--- config.mk ---
export PLATFORM = sky130hd
export DESIGN_NAME = bspn_fifo
export DESIGN_NICKNAME = d
export VERILOG_FILES = /design/src/design/bspn_pkg.sv /design/src/design/bspn_fifo.sv
export SDC_FILE = /design/constraint.sdc
export NUM_CORES = 1
export LEC_CHECK = 0
export CORE_MARGIN = 2
export CORE_UTILIZATION = 50
export CTS_BUF_LIST = sky130_fd_sc_hd__clkbuf_8
export DETAILED_ROUTE_END_ITERATION = 8
export DONT_BUFFER_PORTS = 1
export PLACE_DENSITY = 0.63
export SYNTH_ARGS = -nofsm -noshare
export SYNTH_HDL_FRONTEND = slang
export SYNTH_SLANG_ARGS = --single-unit
--- constraint.sdc ---
create_clock -name i_clk -period 2.4 [get_ports i_clk]
set_clock_uncertainty 0.15 [all_clocks]
set_input_delay 0.72 -clock i_clk [delete_from_list [all_inputs] [get_ports i_clk]]
set_output_delay 0.72 -clock i_clk [all_outputs]
set_load 0.02 [all_outputs]
--- src/design/bspn_pkg.sv ---
package bspn_pkg;

    // default fixed-point setup
    localparam int UV_FRAC_BITS_DEF  = 16;
    localparam int OUT_FRAC_BITS_DEF = 12;

    // port and field widths
    localparam int PARAM_W = 17;
    localparam int CFG_W   = 63;
    localparam int COORD_W = 7;
    localparam int POS_W   = 16;
    localparam int NORM_W  = 16;

    // configuration register indexes
    localparam int               CFG_IDX_W = 2;
    localparam logic [CFG_IDX_W-1:0] CFG_NET_X = 2'd0;
    localparam logic [CFG_IDX_W-1:0] CFG_NET_Y = 2'd1;
    localparam logic [CFG_IDX_W-1:0] CFG_NET_Z = 2'd2;

    // tangent / cross product datapath
    localparam int TAN_FRAC = 16;
    localparam int TAN_W    = 23;
    localparam int CROSS_W  = 2 * TAN_W;
    localparam int MAG_W    = CROSS_W;

    // normalization and length
    localparam int NRM_MSB  = 29;
    localparam int NRM_W    = NRM_MSB + 1;
    localparam int SQR_W    = 2 * NRM_W;
    localparam int LEN2_W   = SQR_W + 2;
    localparam int SQ_W     = LEN2_W + 1;
    localparam int ROOT_W   = LEN2_W / 2;
    localparam int NORM_LOG = 14;
    localparam int QUO_W    = NORM_LOG + 1;
    localparam int DIV_W    = ROOT_W + QUO_W;

    // leading-one search over the magnitude word
    localparam int CHUNK_W = 8;
    localparam int NCH     = (MAG_W + CHUNK_W - 1) / CHUNK_W;
    localparam int MSB_W   = $clog2(NCH * CHUNK_W);

    localparam int FIFO_DEPTH = 4;

    typedef struct packed {
        logic signed [POS_W-1:0] x;
        logic signed [POS_W-1:0] y;
        logic signed [POS_W-1:0] z;
    } t_pos;

    // side info that rides along with the normal datapath
    typedef struct packed {
        t_pos       pos;
        logic [2:0] neg;
        logic       degen;
    } t_side;

endpackage

--- src/design/bspn_fifo.sv ---
module bspn_fifo #(
    parameter  int W     = 8,
    parameter  int DEPTH = bspn_pkg::FIFO_DEPTH,
    localparam int AW    = (DEPTH > 1) ? $clog2(DEPTH) : 1,
    localparam int CW    = $clog2(DEPTH + 1)
) (
    input  logic         i_clk,
    input  logic         i_rst_n,
    input  logic         i_push,
    input  logic [W-1:0] i_data,
    output logic         o_full,
    input  logic         i_pop,
    output logic         o_valid,
    output logic [W-1:0] o_data
);

    logic [W-1:0]  r_mem [DEPTH];
    logic [AW-1:0] r_wr;
    logic [AW-1:0] r_rd;
    logic [CW-1:0] r_cnt;
    logic [AW-1:0] n_wr;
    logic [AW-1:0] n_rd;
    logic [CW-1:0] n_cnt;

    assign o_full  = (r_cnt == CW'(DEPTH));
    assign o_valid = (r_cnt != '0);
    assign o_data  = r_mem[r_rd];

    always_comb begin
        n_wr  = r_wr;
        n_rd  = r_rd;
        n_cnt = r_cnt;
        if (i_push) begin
            n_wr = (r_wr == AW'(DEPTH - 1)) ? '0 : r_wr + 1'b1;
        end
        if (i_pop) begin
            n_rd = (r_rd == AW'(DEPTH - 1)) ? '0 : r_rd + 1'b1;
        end
        if (i_push && !i_pop) begin
            n_cnt = r_cnt + 1'b1;
        end else if (i_pop && !i_push) begin
            n_cnt = r_cnt - 1'b1;
        end
    end

    always_ff @(posedge i_clk) begin
        if (!i_rst_n) begin
            r_wr  <= '0;
            r_rd  <= '0;
            r_cnt <= '0;
        end else begin
            r_wr  <= n_wr;
            r_rd  <= n_rd;
            r_cnt <= n_cnt;
        end
    end

    always_ff @(posedge i_clk) begin
        if (i_push) begin
            r_mem[r_wr] <= i_data;
        end
    end

endmodule

==> results of run 1 <==
==> cell usage in the layout (no fill, tap or decap) <==
master    netlist  final
mux2i_1         4      4
mux4_2          8      8
or3_1           2      2
ha_1            6      6
o21ai_0         1      1
dfxtp_1         9      9
nor2b_1         5      5
inv_1           4      6
clkbuf_8        0      6
and2_1          5      5
edfxtp_1       32     32
o21a_1          1      1
xor2_1          1      1
nor2_1          1      1
buf_4           0      2
a21boi_1        1      1
nor3_1          1      1
xnor2_1         1      1
fa_1            1      1
nor3b_1         1      1
==> critical path, delay by kind of cell, from the launching register on <==
kind,cells,cell delay [ps]
buffers and inverters,1,200
flip-flops,1,310
multiplexers,1,610
==> Yosys cell counts <==
master and count:
edfxtp_1 32, dfxtp_1 9, mux4_2 8, ha_1 6
and2_1 5, nor2b_1 5, inv_1 4, mux2i_1 4
or3_1 2, a21boi_1 1, buf_6 1, clkbuf_2 1
fa_1 1, nor2_1 1, nor3_1 1, nor3b_1 1
o21a_1 1, o21ai_0 1, xnor2_1 1, xor2_1 1
==> stage by stage <==
stage | cell area, sq um | worst slack (ps) | instances | hold slack (ps)
after floorplan | 1620 | 267 | 86 | 310
after CTS | 1760 | 93.9 | 138 | 363
after detailed placement | 1670 | 168 | 130 | 349
final | 1760 | 123 | 138 | 361
after global routing | 1760 | 57.9 | 138 | 357
after global placement | 1670 | 233 | 130 | 332
==> layer usage <==
metal  up-vias  routed length [microns]  track usage
li1        336                        -            -
met1       351                      975        0.159
met2        16                     1140        0.244
met3         2                      109       0.0661
met4         0                       19       0.0652
met5         -                        0            0
==> power by group <==
part | internal (mW) | switching [mW]
clock | 0.226 | 0.207
sequential | 0.808 | 0.0237
combinational | 0.0666 | 0.0865
==> flip-flops by register name, summed over array words and instances (netlist names), named ones only <==
name	cells
r_wr	2
r_cnt	3
r_mem	32
r_rd	2
==> cells by family (layout without fill, tap and decap cells) <==
kind of cell    after synthesis  count (layout)  share of synthesized area
buf+inv                       6              14                     0.0193
fa+ha+maj                     7               7                     0.0588
simple gates                 15              15                     0.0565
flops                        41              41                      0.706
mux                          12              12                      0.136
compound gates                3               3                     0.0124
xor+xnor                      2               2                     0.0108
==> final cells by class <==
type                            instances  share of cell area
Clock inverter                          2             0.00426
Clock buffer                            6              0.0469
Tap cell                               44              0.0313
Timing Repair Buffer                    2             0.00853
Inverter                                4             0.00853
Sequential cell                        41               0.648
Multi-Input combinational cell         39               0.252
==> worst paths after layout <==
kind,to,slack (ps),cells past startpoint
worst max-delay path,o_data[0],120,2
worst min register to register,r_cnt[2],360,2
worst min-delay path,r_cnt[2],360,2
worst max register to register,r_cnt[2],790,4
==> summary.txt, run 1 <==
Worst Hold Launch - r_cnt[2]
GRT Util Overall - 0.146
Post-DP HPWL - 1530 microns
Status - finished clean
Total CTS buffers - 5
Via density - 5.11
Die Height - 60.9 microns
CTS tree - done
DR iter-0 viols - 17
Largest net degree at the start of global routing - 13
Biggest area consumer among synthesized cells - edfxtp_1
Tot Pwr - 1.42 mW
Global-route wire length before repair - 3570 microns
Maxcap violations - 0
Number of setup violations in the final report - 0
Area taken by multi-input logic gates - 444 sq um
Fmax - 0.439 GHz
Power density over the cells - 805 nW/um^2
RSZ-0062 raised after global routing - false
Worst-margin pin slew - 468 ps
PortBufs - 0
Number of global-route vias before repair - 751
Most area-consuming cells after synthesis - edfxtp_1 59%, dfxtp_1 11%, mux4_2 11%, ha_1 4.6%, mux2i_1 2.5%
Mapped cell area - 1620 sq um
Detail Route Antenna Nets - 0
Remaining global-route overflow - 0
Reg-to-Reg Start - r_cnt[0]
Filler instances - 250
VDD IR-drop max - 394 uV
Min Tclk post-route - 2280 ps
Slew Limit Headroom - 0.688
Leak pwr - 0.615 nW
H-tree depth - 2
Worst Setup Start Kind - register
Crit Path Category - reg -> out
Drc violations - 0
Worst-path clk slew - 70 ps
Overall die area - 3700 sq um
Worst hold path type - reg -> reg
DRT Wirelength - 2240 microns
Share of layout cells above drive strength 1 - 0.170
Post-synthesis sequential area ratio - 0.706
Flops & latches, synth - 41
Cells along the critical path - buf_4 > mux4_2
Core ar. - 3050 sq um
Layout Utilization - 0.577
Initial antenna violation count - 0
Crit-path max FO - 8
Final Hold Viols - 0
Mapped Cells - 86
Hold buffer count at CTS - 0
Clock Path Buffers - 2
CTS resizes - 0
Period utilisation layout - 0.949
Clock sinks - 41
N_diodes - 0
Root Driver - clkbuf_8
Reg area - 1140 sq um
FP Rows - 20
Slowest CP cell - mux4_2
CP endpoint kind - output port
First drt pass iteration count - 4
Fin Setup TNS - 0 ps
Syn-to-layout area delta - 8.90%
Worst path arrival time - 1410 ps
Avg Inst Size Synth - 18.8 sq um
IO Pins - 22
Clock Latency Late Sink - 280 ps
Share of the synthesized area in the top cell type - 0.594
Setup Fix Bufs, Post-CTS - 0
Count of cell types in the netlist - 20
DR vias - 705
Initial Utilization - 0.530
CP max stage delay - 610 ps
Net Count, Synth - 105
Pins over their slew limit - 0
GP Congestion - 0.745
Wirelength per Cell - 16.2 microns
Yosys warning count - 0
Final nets - 112
Width of the die - 60.9 microns
Worst Path Required - 1530 ps
Power figures use the tool's default switching activity.
==> run 2: changes to the inputs <==
- clock period: 2.4 -> 2.1 ns (I/O delays scaled with it)
==> run 2 against run 1 <==
Net effect: the flow now finishes with violations (negative setup slack); non-clock buffer count grew 3; hold slack worse by 78 ps; register-to-register slack worse by 330 ps; global-route usage up 0.58 points.
==> summary.txt, run 2 (same netlist as run 1, synthesis figures left out) <==
Overall die area - 3700 sq um
Largest Register - r_mem
Worst hold path type - in -> reg
Depth of the worst register-to-register path - 4
Leak pwr - 0.629 nW
DRT Wirelength - 2290 microns
Regs by FF count - r_mem x32, r_cnt x3
Final Hold Viols - 0
Placement Setup Slack - -33.8 ps
Number of setup violations in the final report - 8
Number of global-route vias before repair - 781
Global-route wire length before repair - 3700 microns
IO Pins - 22
GRT Util Overall - 0.152
Switch share - 0.234
First drt pass iteration count - 4
Initial antenna violation count - 0
Crit path to - o_data[7]
Worst-path clk slew - 70 ps
GP Congestion - 0.686
Root Driver - clkbuf_8
Clock sinks - 41
R2R setup slack - 460 ps
Post-DP HPWL - 1590 microns
Worst-margin pin slew - 451 ps
Clock power share - 0.294
Reg-to-Reg Start - r_cnt[0]
Initial Utilization - 0.530
Commonest cells after routing, fill and taps aside - 32 x edfxtp_1, 8 x mux4_2, 7 x dfxtp_1
Wirelength per Cell - 16.2 microns
Failing checks - negative setup slack
Via density - 5.22
Clock Latency Late Sink - 290 ps
VDD IR-drop max - 468 uV
Largest net degree at the start of global routing - 13
FP Rows - 20
DR vias - 736
Share of layout cells above drive strength 1 - 0.227
Largest register FFs - 32
Width of the die - 60.9 microns
Worst path arrival time - 1350 ps
N_diodes - 0
Power density over the cells - 898 nW/um^2
Crit-path max FO - 4
DR iter-0 viols - 13
Drc violations - 0
Worst Setup Start Kind - register
P_sw - 0.375 mW
Period utilisation layout - 1.02
Core ar. - 3050 sq um
H-tree depth - 2
Reg2reg end - r_cnt[2]
Int Power - 1.23 mW
Total CTS buffers - 5
Filler instances - 235
CTS tree - done
RSZ-0062 raised after global routing - true
Most common cell after layout, fill and taps aside - edfxtp_1
Fmax - 0.469 GHz
Tot Pwr - 1.61 mW
Worst Setup Slack, final - -33.5 ps
Pins over their slew limit - 0
Detail Route Antenna Nets - 0
Syn-to-layout area delta - 10.6%
Flop pwr share - 0.593
Combinational Power Share - 0.113
Clock Path Buffers - 2
Worst Path Required - 1320 ps
Crit Path Category - reg -> out
Hold buffer count at CTS - 0
Die Height - 60.9 microns
CP endpoint kind - output port
Maxcap violations - 0
Slew Limit Headroom - 0.699
PortBufs - 0
Remaining global-route overflow - 0
Final nets - 115
Min Tclk post-route - 2130 ps
Status - finished, violations left
-- run 2: cell count changes in the layout (fill, tap and decap cells not counted), sizes merged --
cell    delta
buf        +3
clkbuf     -1
clkinv     +2
inv        -1
-- run 2: power by group through the flow --
stage               clock network, mW  logic, mW  registers, mW
floorplan                           0      0.155          0.958
global placement                    0      0.176          0.969
detailed placement                  0      0.179          0.971
CTS                             0.489      0.183          0.954
global route                    0.515      0.201          0.958
finish                          0.473      0.181          0.952
-- run 2: routing by layer --
layer | global-route usage | wire, microns
met5 | 0 | 0
met3 | 0.0789 | 155
met1 | 0.178 | 946
met4 | 0.0683 | 34
met2 | 0.233 | 1150
-- run 2: worst max-delay path: stages, from the launching register on --
cell and delay, ps:
dfxtp_4 370, buf_6 120, mux4_2 570
-- run 2: final cells by class --
type                            instances  area (sq um)  area share
Sequential cell                        41          1150       0.641
Clock inverter                          3          13.8     0.00770
Inverter                                4          15.0     0.00840
Timing Repair Buffer                    5          45.0      0.0252
Tap cell                               44          55.1      0.0308
Clock buffer                            5          68.8      0.0385
Multi-Input combinational cell         39           444       0.248
-- run 2: stage by stage --
stage	cell area, sq um	hold WS, ps	utilization	TNS (ps)	cells
global placement	1690	330	0.552	0	132
CTS	1780	276	0.583	-394	140
global route	1790	266	0.586	-521	141
floorplan	1620	310	-	0	86
finish	1790	282	0.586	-213	141
detailed placement	1690	356	0.552	-33.8	132
-- run 2: how the worst min path moves through the flow --
stage | slack, ps | from | cells after the start | to
after floorplan | 310 | r_cnt[2] | 2 | r_cnt[2]
after global routing | 270 | i_data[7] | 0 | r_mem[2][7]
after CTS | 280 | i_data[7] | 0 | r_mem[2][7]
final | 280 | i_data[7] | 0 | r_mem[2][7]
after global placement | 330 | r_cnt[2] | 2 | r_cnt[2]
after detailed placement | 360 | r_cnt[2] | 2 | r_cnt[2]
-- run 2: what timing repair did --
item	4_1_cts	5_1_grt
hold endpoints to repair	0	0
buffers inserted	0	1
endpoints found under the setup margin	8	7
resized for setup	5	0
